## config.mk

```make
export PLATFORM = sky130hd
export DESIGN_NAME = pmu_sqrt
export DESIGN_NICKNAME = d
export VERILOG_FILES = /design/src/sv/pmu_pkg.sv /design/src/sv/pmu_sqrt.sv
export SDC_FILE = /design/constraint.sdc
export NUM_CORES = 2
export LEC_CHECK = 0
export ABC_CLOCK_PERIOD_IN_PS = 3400
export BUFFER_PORTS_ARGS = -buffer_cell sky130_fd_sc_hd__buf_2
export CORE_MARGIN = 4
export CORE_UTILIZATION = 58
export DETAILED_ROUTE_END_ITERATION = 7
export GPL_ROUTABILITY_DRIVEN = 1
export MAX_ROUTING_LAYER = met4
export PLACE_DENSITY = 0.77
export SYNTH_ARGS = -nofsm -noshare
export SYNTH_HDL_FRONTEND = slang
export SYNTH_SLANG_ARGS = --single-unit
```

## constraint.sdc

```tcl
create_clock -name clk -period 3.4 [get_ports clk]
set_input_delay 0.85 -clock clk [delete_from_list [all_inputs] [get_ports clk]]
set_output_delay 0.85 -clock clk [all_outputs]
set_load 0.02 [all_outputs]
```

## src/sv/pmu_pkg.sv

```systemverilog
// Package for the particle motion update unit: shared types, register codes,
// reset values, pipeline depths and saturating fixed-point helpers.
// No dependencies.
package pmu_pkg;

  // Three Q16.16 components, index 0 is x.
  typedef logic [2:0][31:0] vec3_t;

  // Configuration register indexes.
  typedef enum logic [2:0] {
    REG_CENTER_X      = 3'd0,
    REG_CENTER_Y      = 3'd1,
    REG_CENTER_Z      = 3'd2,
    REG_DECAY_FACTOR  = 3'd3,
    REG_TAIL_LENGTH   = 3'd4,
    REG_PULL_RADIUS   = 3'd5,
    REG_PULL_STRENGTH = 3'd6
  } cfg_reg_e;

  // Reset values of the configuration registers.
  localparam logic [16:0] DECAY_RESET    = 17'd64881;
  localparam logic [30:0] TAIL_RESET     = 31'd16384;
  localparam logic [30:0] RADIUS_RESET   = 31'd19660800;
  localparam logic [31:0] STRENGTH_RESET = 32'd429497;

  // Depth of the square root and divider pipelines (one step per stage).
  localparam int SQRT_STEPS = 32;
  localparam int DIV_STEPS  = 32;

  localparam logic signed [35:0] S32_MAX = 36'sd2147483647;
  localparam logic signed [35:0] S32_MIN = -36'sd2147483648;

  // Magnitude of a two's complement word, as an unsigned word.
  function automatic logic [31:0] mag32(input logic [31:0] x);
    return x[31] ? (~x + 32'd1) : x;
  endfunction

  // Sign extension to the working width of the adders.
  function automatic logic signed [35:0] sx36(input logic [31:0] x);
    return $signed({{4{x[31]}}, x});
  endfunction

  // Magnitude with a sign attached.
  function automatic logic signed [35:0] signed_mag(input logic neg, input logic [32:0] m);
    logic signed [35:0] e;
    e = $signed({3'b000, m});
    return neg ? -e : e;
  endfunction

  // Saturation to 32 bits signed.
  function automatic logic [31:0] sat32(input logic signed [35:0] x);
    logic [31:0] r;
    if (x > S32_MAX) begin
      r = 32'h7fff_ffff;
    end else if (x < S32_MIN) begin
      r = 32'h8000_0000;
    end else begin
      r = x[31:0];
    end
    return r;
  endfunction

endpackage

```

## src/sv/pmu_sqrt.sv

```systemverilog
// Pipelined floor square root of a 64-bit value, one result bit per stage.
// Depends on pmu_pkg for the stage count.
module pmu_sqrt import pmu_pkg::*; (
  input  logic        clk,
  input  logic        en,
  input  logic [63:0] radicand,
  output logic [31:0] root
);

  logic [63:0] x_q   [0:SQRT_STEPS-1];
  logic [63:0] r_q   [0:SQRT_STEPS-1];
  logic [63:0] x_in  [0:SQRT_STEPS-1];
  logic [63:0] r_in  [0:SQRT_STEPS-1];
  logic [63:0] x_nx  [0:SQRT_STEPS-1];
  logic [63:0] r_nx  [0:SQRT_STEPS-1];
  logic [63:0] one_b [0:SQRT_STEPS-1];
  logic [63:0] trial [0:SQRT_STEPS-1];

  // Each stage tries one more root bit and keeps the remainder.
  always_comb begin
    x_in[0] = radicand;
    r_in[0] = '0;
    for (int k = 1; k < SQRT_STEPS; k++) begin
      x_in[k] = x_q[k-1];
      r_in[k] = r_q[k-1];
    end
    for (int k = 0; k < SQRT_STEPS; k++) begin
      one_b[k] = 64'd1 << (2 * (SQRT_STEPS - 1 - k));
      trial[k] = r_in[k] + one_b[k];
      if (x_in[k] >= trial[k]) begin
        x_nx[k] = x_in[k] - trial[k];
        r_nx[k] = (r_in[k] >> 1) + one_b[k];
      end else begin
        x_nx[k] = x_in[k];
        r_nx[k] = r_in[k] >> 1;
      end
    end
  end

  always_ff @(posedge clk) begin
    if (en) begin
      for (int k = 0; k < SQRT_STEPS; k++) begin
        x_q[k] <= x_nx[k];
        r_q[k] <= r_nx[k];
      end
    end
  end

  assign root = r_q[SQRT_STEPS-1][31:0];

endmodule

```

==> metrics <==
DP HPWL 228,000 microns; worst path required time 4020 ps; commonest cells after routing, fill and taps aside 2,512 x edfxtp_1, 991 x buf_4, 699 x inv_1, 589 x nand2_1, 582 x nor2_1; die width ~460 microns; Final min period between 3000 and 4000 ps; post-synthesis to final-layout area growth 19.7%; vias per inst between 6 and 7; Layout Cells excl Fill 13.7k; CP endpoint kind flip-flop; Seq/Total Area, Yosys between 60% and 70%; gr ovfl total 0; Leak Pwr roughly 56 nW; fillcell total 13.6k; share of post-route cells with drive strength above 1 between 15 and 20%; final worst slack -187 ps; CP arrival ~4200 ps; Root Buffer Master clkbuf_16; Final Max Slew Viols 0; Max Cap Viol 0; maximum level of the CTS H-tree 5; # nets final around 11k; die area 0.214 sq mm; synth unique cells 93; failing checks negative setup slack; IO Count a little under 100; Antenna Nets Post-Route 0; RR Startpoint x_q[1][309]$_DFFE_PP_; HP Start radicand[11]; R2R Path End x_q[1][382]$_DFFE_PP_; DRC 0; RSZ-0062 raised after global routing true; hold depth 1; Post-Syn Area around 0.12 sq mm; crit path launch type flip-flop; r2r setup slk -190 ps; critical path class reg -> reg; Worst VDD drop 0.531 mV; DR iter-0 viols between 9k and 10k; Yosys reg bits 2,512; WL/cell around 23 microns; vias in the first global route a little over 80k; number of synthesized flops with an enable pin between 2k and 3k; GPL Wtd Cong between 0.9 and 1; core area between 0.2 and 0.25 sq mm; CTS clk-pin slew, worst paths 60 ps; area post-placement 0.131 sq mm; Starting Density 58.5%; CTS Buf Count between 200 and 300; Row Count 166; global-route wire length before repair roughly 470,000 microns; Placed Instances roughly 13k; IO buf count between 90 and 100; Hold Path End x_q[0][11]$_DFFE_PP_; routed wire length between 300,000 and 400,000 microns; Die Height between 400 and 500 microns; Final Setup Violations around 120; commonest non-fill, non-tap cell in the layout edfxtp_1; CTS tree yes; GRT Total Usage between 20% and 30%; outcome finished, violations left; syn_nets a little over 10k; Mapped Avg Cell Area around 13 sq um; worst clock skew 80.9 ps; largest net degree at the start of global routing around 130; Synth Warn # 0; Final Cell Area between 0.1 and 0.15 sq mm; Mapped Cells 9,523; Fin. Hold Viols 0; ys flop type edfxtp_1; DR pass1 iterations 6; crit path max fanout 5; Max Freq approximately 0.28 GHz; Hold Path Class in -> reg; R2R depth 12; via count between 80k and 90k; Clk Latency, worst-skew pair between 900 and 1000 ps; Sink Count 2,512; Worst-Margin Slew 1110 ps; initial antenna violation count 10; Rel. slew slack approximately a quarter; Async SR Flop Fraction 0%; period utilization 105%; CTS Buffer Depth 4; PwrDens approximately 660 mW/mm^2
==> metal layers <==
metal | track usage (%) | vias up | wire length (microns)
met2 | 47.9 | 3632 | 155000
met1 | 37.6 | 40952 | 127000
met4 | 9.83 | 0 | 11600
met3 | 4.10 | 744 | 22500
met5 | - | - | 0
li1 | - | 38164 | -
==> cells in the mapped netlist, types with 84 or more instances <==
cell	count	share of area (%)
nand2b_1	93	0.48
nor3_1	239	1.0
o21ai_0	412	1.7
nand4_1	172	0.90
nor4_1	349	1.8
edfxtp_1	2512	63
clkbuf_1	165	0.52
inv_1	717	2.2
nand2_1	611	1.9
nand3_1	162	0.68
o21a_1	124	0.78
a21o_1	262	1.6
nor2_1	612	1.9
or3_1	84	0.44
a21oi_1	599	2.5
mux2_2	104	0.98
xnor2_1	491	3.6
ha_1	558	5.8
xor2_1	385	2.8
==> logic make-up after synthesis <==
| logic type | share of synthesized area (%) |
|---|---|
| AND/OR/NAND/NOR | 11.9 |
| flip-flops | 62.8 |
| AO/OA/AOI/OAI | 9.21 |
| buffers and inverters | 2.85 |
| XOR/XNOR | 6.39 |
| adder cells (fa/ha/maj) | 5.81 |
| multiplexers | 1.06 |
==> how the worst max path moves through the flow <==
stage                                from                    end  slack [ps]  depth (start not counted)
floorplan           x_q[0][881]$_DFFE_PP_  x_q[0][940]$_DFFE_PP_         -70                         12
global placement    x_q[1][880]$_DFFE_PP_  x_q[1][952]$_DFFE_PP_        -670                         10
detailed placement  x_q[1][880]$_DFFE_PP_  x_q[1][956]$_DFFE_PP_        -580                         11
CTS                 x_q[1][309]$_DFFE_PP_  x_q[1][374]$_DFFE_PP_        -150                         11
global route        r_q[0][881]$_DFFE_PP_  x_q[0][959]$_DFFE_PP_        -270                         13
finish              x_q[1][309]$_DFFE_PP_  x_q[1][382]$_DFFE_PP_        -190                         12
==> critical path: stages (launching register included) <==
cell       delay [ps]
edfxtp_1          390
or4_4             550
or3_4             340
or4_4             420
or4_4             450
a2111oi_4         270
and2_4            200
buf_6             100
inv_4              30
o211ai_1          100
buf_4             220
nor4_2             70
xor2_1            160
==> power by group <==
group	switching [mW]	internal, mW
sequential	3.45	39.3
combinational	12.8	10.3
clock	12.1	17.5
total	28.3	67.1
==> area by class of cell <==
type / count / area (sq um) / area share, %
clock inverters: 152 / 1460 / 1.02
repair buffers: 1167 / 9260 / 6.45
clock buffers: 326 / 7350 / 5.11
multi-input cells: 6104 / 44100 / 30.7
flip-flops and latches: 2512 / 75400 / 52.5
inverters: 721 / 2720 / 1.89
well taps: 2688 / 3360 / 2.34
diodes: 9 / 22.5 / 0.0157
==> what timing repair did <==
action | CTS | global route
endpoints found under the hold margin | 0 | 0
cloned | 3 | 5
pin swaps | 43 | 161
buffers inserted | 36 | 97
endpoints found under the setup margin | 342 | 544
resized for setup | 187 | 422
hold buffers | 0 | 0
==> through the flow <==
stage | setup slack (ps) | utilization [%] | hold WS [ps] | setup TNS (ps) | total power, mW
global placement | -669 | 63.8 | 425 | -43190 | 63.8
finish | -187 | 70.0 | 91.4 | -10610 | 95.4
detailed placement | -583 | 63.8 | 430 | -47810 | 64.4
CTS | -146 | 68.6 | 32.3 | -1860 | 94.4
floorplan | -71.4 | - | 417 | -424 | 55.5
global route | -275 | 70.0 | 46.6 | -23390 | 99.5
==> state kept, by name (all words and copies together) (netlist names) <==
register and cells:
r_q 528, x_q 1984
Power figures use the tool's default switching activity.
