$ cat src/sv/pmu_pkg.sv
// Package for the particle motion update unit: shared types, register codes,
// reset values, pipeline depths and saturating fixed-point helpers.
// No dependencies.
package pmu_pkg;

  // Three Q16.16 components, index 0 is x.
  typedef logic [2:0][31:0] vec3_t;

  // Configuration register indexes.
  typedef enum logic [2:0] {
    REG_CENTER_X      = 3'd0,
    REG_CENTER_Y      = 3'd1,
    REG_CENTER_Z      = 3'd2,
    REG_DECAY_FACTOR  = 3'd3,
    REG_TAIL_LENGTH   = 3'd4,
    REG_PULL_RADIUS   = 3'd5,
    REG_PULL_STRENGTH = 3'd6
  } cfg_reg_e;

  // Reset values of the configuration registers.
  localparam logic [16:0] DECAY_RESET    = 17'd64881;
  localparam logic [30:0] TAIL_RESET     = 31'd16384;
  localparam logic [30:0] RADIUS_RESET   = 31'd19660800;
  localparam logic [31:0] STRENGTH_RESET = 32'd429497;

  // Depth of the square root and divider pipelines (one step per stage).
  localparam int SQRT_STEPS = 32;
  localparam int DIV_STEPS  = 32;

  localparam logic signed [35:0] S32_MAX = 36'sd2147483647;
  localparam logic signed [35:0] S32_MIN = -36'sd2147483648;

  // Magnitude of a two's complement word, as an unsigned word.
  function automatic logic [31:0] mag32(input logic [31:0] x);
    return x[31] ? (~x + 32'd1) : x;
  endfunction

  // Sign extension to the working width of the adders.
  function automatic logic signed [35:0] sx36(input logic [31:0] x);
    return $signed({{4{x[31]}}, x});
  endfunction

  // Magnitude with a sign attached.
  function automatic logic signed [35:0] signed_mag(input logic neg, input logic [32:0] m);
    logic signed [35:0] e;
    e = $signed({3'b000, m});
    return neg ? -e : e;
  endfunction

  // Saturation to 32 bits signed.
  function automatic logic [31:0] sat32(input logic signed [35:0] x);
    logic [31:0] r;
    if (x > S32_MAX) begin
      r = 32'h7fff_ffff;
    end else if (x < S32_MIN) begin
      r = 32'h8000_0000;
    end else begin
      r = x[31:0];
    end
    return r;
  endfunction

endpackage

$ cat src/sv/pmu_div.sv
// Pipelined restoring divider, 64-bit dividend by 32-bit divisor, one
// quotient bit per stage; the quotient must fit in 32 bits. Uses pmu_pkg.
module pmu_div import pmu_pkg::*; (
  input  logic        clk,
  input  logic        en,
  input  logic [63:0] dividend,
  input  logic [31:0] divisor,
  output logic [31:0] quotient
);

  logic [31:0] rem_q [0:DIV_STEPS-1];
  logic [31:0] lo_q  [0:DIV_STEPS-1];
  logic [31:0] quo_q [0:DIV_STEPS-1];
  logic [31:0] den_q [0:DIV_STEPS-1];
  logic [31:0] rem_in [0:DIV_STEPS-1];
  logic [31:0] lo_in  [0:DIV_STEPS-1];
  logic [31:0] quo_in [0:DIV_STEPS-1];
  logic [31:0] den_in [0:DIV_STEPS-1];
  logic [32:0] part   [0:DIV_STEPS-1];
  logic [32:0] diff   [0:DIV_STEPS-1];
  logic        fits   [0:DIV_STEPS-1];

  // The upper half starts as the partial remainder; each stage brings down
  // one low dividend bit and subtracts the divisor when it fits.
  always_comb begin
    rem_in[0] = dividend[63:32];
    lo_in[0]  = dividend[31:0];
    quo_in[0] = '0;
    den_in[0] = divisor;
    for (int k = 1; k < DIV_STEPS; k++) begin
      rem_in[k] = rem_q[k-1];
      lo_in[k]  = lo_q[k-1];
      quo_in[k] = quo_q[k-1];
      den_in[k] = den_q[k-1];
    end
    for (int k = 0; k < DIV_STEPS; k++) begin
      part[k] = {rem_in[k], lo_in[k][31]};
      diff[k] = part[k] - {1'b0, den_in[k]};
      fits[k] = part[k] >= {1'b0, den_in[k]};
    end
  end

  always_ff @(posedge clk) begin
    if (en) begin
      for (int k = 0; k < DIV_STEPS; k++) begin
        rem_q[k] <= fits[k] ? diff[k][31:0] : part[k][31:0];
        lo_q[k]  <= {lo_in[k][30:0], 1'b0};
        quo_q[k] <= {quo_in[k][30:0], fits[k]};
        den_q[k] <= den_in[k];
      end
    end
  end

  assign quotient = quo_q[DIV_STEPS-1];

endmodule
$ cat config.mk
export PLATFORM = sky130hd
export DESIGN_NAME = pmu_div
export DESIGN_NICKNAME = d
export VERILOG_FILES = /design/src/sv/pmu_pkg.sv /design/src/sv/pmu_div.sv
export SDC_FILE = /design/constraint.sdc
export NUM_CORES = 2
export LEC_CHECK = 0
export ABC_CLOCK_PERIOD_IN_PS = 3500
export BUFFER_PORTS_ARGS = -buffer_cell sky130_fd_sc_hd__buf_4
export CORE_MARGIN = 4
export CORE_UTILIZATION = 23
export CTS_CLUSTER_SIZE = 12
export DETAILED_ROUTE_END_ITERATION = 8
export GPL_TIMING_DRIVEN = 0
export MAX_ROUTING_LAYER = met4
export PLACE_DENSITY = 0.37
export SYNTH_ARGS = -nofsm -noshare
export SYNTH_HDL_FRONTEND = slang
export SYNTH_SLANG_ARGS = --single-unit
$ cat constraint.sdc
create_clock -name clk -period 3.5 [get_ports clk]
set_input_delay 0.7 -clock clk [delete_from_list [all_inputs] [get_ports clk]]
set_output_delay 0.7 -clock clk [all_outputs]
set_load 0.01 [all_outputs]
==> Flow_metrics.wiki <==
{| class="wikitable"
! Metric !! Value
|-
| Remaining antenna violation count after routing || 0
|-
| Final worst setup slack || -0.2117 ns
|-
| Most frequently used flop master after synthesis || edfxtp_1
|-
| HPWL Detailed || 331.0 mm
|-
| Outcome || finished with violations
|-
| Post-place setup slack || -1.871 ns
|-
| GR Util met2 || 0.2268
|-
| Post-detailed-route via-to-cell ratio || 4.331
|-
| Total negative slack for setup checks || -11.79 ns
|-
| Kind of end point of the critical path || flip-flop
|-
| Core Footprint || 677500 µm²
|-
| First-pass GRT wire length || 668.3 mm
|-
| Final period demand of the worst path || 3.712 ns
|-
| # nets final || 15.02k
|-
| I/O pin count || 130
|-
| Count of maximum capacitance violations || 0
|-
| Total clock buffers created by CTS || 386
|-
| Clock transition time at the flip-flop clock pins of the worst setup and hold paths || 0.06 ns
|-
| Violations in the final reports || setup timing
|-
| Top cell type by total area after synthesis || edfxtp_1
|-
| Htree depth || 5
|-
| Root buffer cell || clkbuf_16
|-
| Via Count || 100.2k
|-
| Kind of launch point of the worst setup path || flip-flop
|-
| Startpoint of the worst register-to-register path || den_q[1][129]
|-
| Syn Area/Cell || 12.27 µm²
|-
| Part of the power in combinational logic || 0.489
|-
| Max Clock Freq || 269.4 MHz
|-
| Launch instance of the worst min-delay path || dividend[32]
|-
| Async SR Flop Fraction || 0
|-
| Layout cells sized above 1 || 0.1953
|-
| Class of the most critical hold timing path || in2reg
|-
| Worst slew margin relative to its limit || 0.2842
|-
| Chip Width || 833.0 µm
|-
| Met3 track demand over resource || 0.01435
|-
| Fillcell total || 69.47k
|-
| Maximum number of buffers from clock root to sink || 4
|-
| Proportion of total power due to net switching || 0.3787
|-
| Number of cell rows || 302
|-
| Grt ovf || 0
|-
| Routed len/inst || 19.67 µm
|-
| Clock tree from TritonCTS || built
|-
| Busiest layer in global routing || met2
|-
| CP Data Required Time || 4.19 ns
|-
| Number of remaining DRC errors || 0
|-
| Skew-Pair Late Insertion Delay || 0.99 ns
|-
| Synth top area cells || edfxtp_1 58%, ha_1 8.2%, inv_1 3.1%
|-
| Unrepaired setup endpoints after global routing || true
|-
| Floorplan die area || 693900 µm²
|-
| Maximum number of pins on one net before global-route repair || 168
|-
| Count of distinct cell types in the synthesized netlist || 101
|-
| P_int || 118600 µW
|-
| Post-route clock skew || 0.05360 ns
|-
| Fraction of synthesized cell area taken by the top area cell type || 0.5770
|-
| Clock sink total || 3008
|-
| Initial standard-cell utilization of the core || 0.2311
|-
| Synth Net Count || 13.92k
|-
| Worst voltage drop across the vdd grid || 0.5081 mV
|-
| Die Span Y || 833.0 µm
|-
| Detailed Route WL || 455.2 mm
|-
| Number of global-route vias before repair || 101.5k
|-
| Worst Hold Path EP || rem_q[0][1]
|-
| Routability congestion estimate from global placement || 0.8090
|-
| Port Buffers || 129
|-
| Reg2reg end || rem_q[1][185]
|-
| Worst Hold Path Cells || 3
|-
| Leakage dissipation || 0.07571 µW
|-
| Category of the most critical setup path || reg2reg
|-
| Syn-to-layout area delta || 24.42%
|-
| Number of hold violations in the final report || 0
|-
| P_sw || 72280 µW
|-
| Yosys Warn Count || 0
|-
| GRT Resource Usage Total || 0.1292
|-
| Post-synth design cell area || 156600 µm²
|-
| Part of the total power dissipated in sequential elements || 0.306
|-
| Worst path arrival time || 4.41 ns
|-
| Worst Reg-to-Reg Cells || 14
|-
| Number of synthesized flops with an enable pin || 3008
|-
| Final number of max-transition violations || 0
|-
| Finish-stage setup viols || 186
|-
| Cells after synthesis || 12.76k
|-
| Post-route clock period utilization || 1.060
|-
| Number of iterations in the first detailed-routing pass || 5
|-
| Share of the yosys chip area belonging to registers || 0.5770
|-
| Synth Register Bits || 3008
|-
| Count of routing violations after the opening detailed-route iteration || 5680
|-
| Fraction of met1 tracks used by global routing || 0.1571
|-
| Crit path max fanout || 7
|-
| Slew at the pin with the worst max-slew slack || 1.074 ns
|-
| Clock group share of total power || 0.205
|-
| Pwr/cell area || 979.8 nW/µm²
|-
| Initial antenna violation count || 10
|-
| Register-to-register setup slack || -0.21 ns
|}
-- area by class of cell --
type	count	area (µm²)	area share
clock buffer	446	9927	0.05096
sequential	3008	90330	0.4637
clock inverter	252	2323	0.01193
timing repair buffer	775	7670	0.03938
multi-input combinational	8156	66220	0.3400
inverter	1276	4815	0.02472
tap	8968	11220	0.05761
buffer	263	2278	0.01170
antenna	2	5.005	0.00002569
-- flip-flops by register name, summed over array words and instances, names as in the netlist --
name / count
den_q: 992
lo_q: 496
quo_q: 528
rem_q: 992
-- synthesized netlist by cell type, types with 144 or more instances --
master       n
edfxtp_1  3008
inv_1     1276
ha_1      1024
a21oi_1    937
nand2_1    767
o21ai_0    731
nor2_1     615
a21o_1     526
xnor2_1    513
xor2_1     329
mux2_2     309
clkbuf_1   235
nand3_1    196
nand4_1    172
nand2b_1   147
o21a_1     144
-- how the worst max path moves through the flow --
stage,to,startpoint
6_report,rem_q[1][185],den_q[1][129]
5_1_grt,rem_q[1][187],lo_q[1][154]
4_1_cts,rem_q[1][168],lo_q[1][154]
3_5_place_dp,quo_q[1][494],en
3_3_place_gp,den_q[1][442],en
2_1_floorplan,rem_q[0][13],divisor[7]
-- worst max-delay path, stage by stage (launching register included) --
cell and delay [ns]:
edfxtp_1 0.42, inv_1 0.12, ha_4 0.21, nor2b_4 0.12
o31a_1 0.30, o31ai_4 0.23, a21boi_2 0.10, o41a_1 0.41
a31o_4 0.28, a31oi_4 0.19, o21a_4 0.16, a31oi_4 0.19
buf_12 0.25, buf_12 0.13, mux2_2 0.30
-- logic make-up after synthesis --
family | Yosys count | share of synthesized area
AOI/OAI and AO/OA | 3192 | 0.1299
DFF | 3008 | 0.5770
and+or+nand+nor | 2484 | 0.07564
buffers and inverters | 1600 | 0.04042
adders and majority gates | 1055 | 0.08580
xor gates and xnor gates | 842 | 0.04711
muxes | 582 | 0.04417
-- cells in the final DEF, fill, tap and decap left out, drive strengths merged, types with 122 or more instances in the layout --
master / n
a21o: 527
a21oi: 940
a31oi: 139
buf: 757
clkbuf: 627
clkinv: 169
edfxtp: 3008
ha: 1024
inv: 1290
mux2: 532
nand2: 767
nand2b: 147
nand3: 196
nand4: 172
nor2: 615
nor2b: 139
nor3: 122
o21a: 145
o21ai: 756
o21bai: 128
xnor2: 513
xor2: 329
-- through the flow --
step,area [µm²],hold slack [ns],power (µW),util,cells
6_report,194800,0.2012,190900,0.2875,23150
5_1_grt,194800,0.1160,204400,0.2875,23150
4_1_cts,190000,0.04661,187200,0.2804,22950
3_5_place_dp,169400,0.4045,135600,0.2500,21880
3_3_place_gp,168800,0.4005,138300,0.2491,21860
2_1_floorplan,156600,0.4003,110600,-,12760
-- what timing repair did --
item,4_1_cts,5_1_grt
setup endpoints to repair,1139,881
setup buffers,286,214
pin swaps,226,286
hold buffers,96,0
endpoints found under the hold margin,101,0
gates cloned,23,20
gates resized for setup,1076,799
-- per-layer routing --
metal | up-vias | part of all wire
met1 | 48790 | 0.44
met5 | - | 0
li1 | 49490 | -
met4 | 0 | 0.031
met3 | 659 | 0.028
met2 | 1298 | 0.51
-- power groups by stage --
stage | combinational, µW | clock [µW] | sequential [µW]
global route | 102000 | 42700 | 59200
global placement | 77000 | 0 | 61300
detailed placement | 76600 | 0 | 59100
CTS | 87500 | 41200 | 58500
finish | 93300 | 39200 | 58400
floorplan | 55500 | 0 | 55100
No activity file was read; power rests on OpenSTA's default activity.
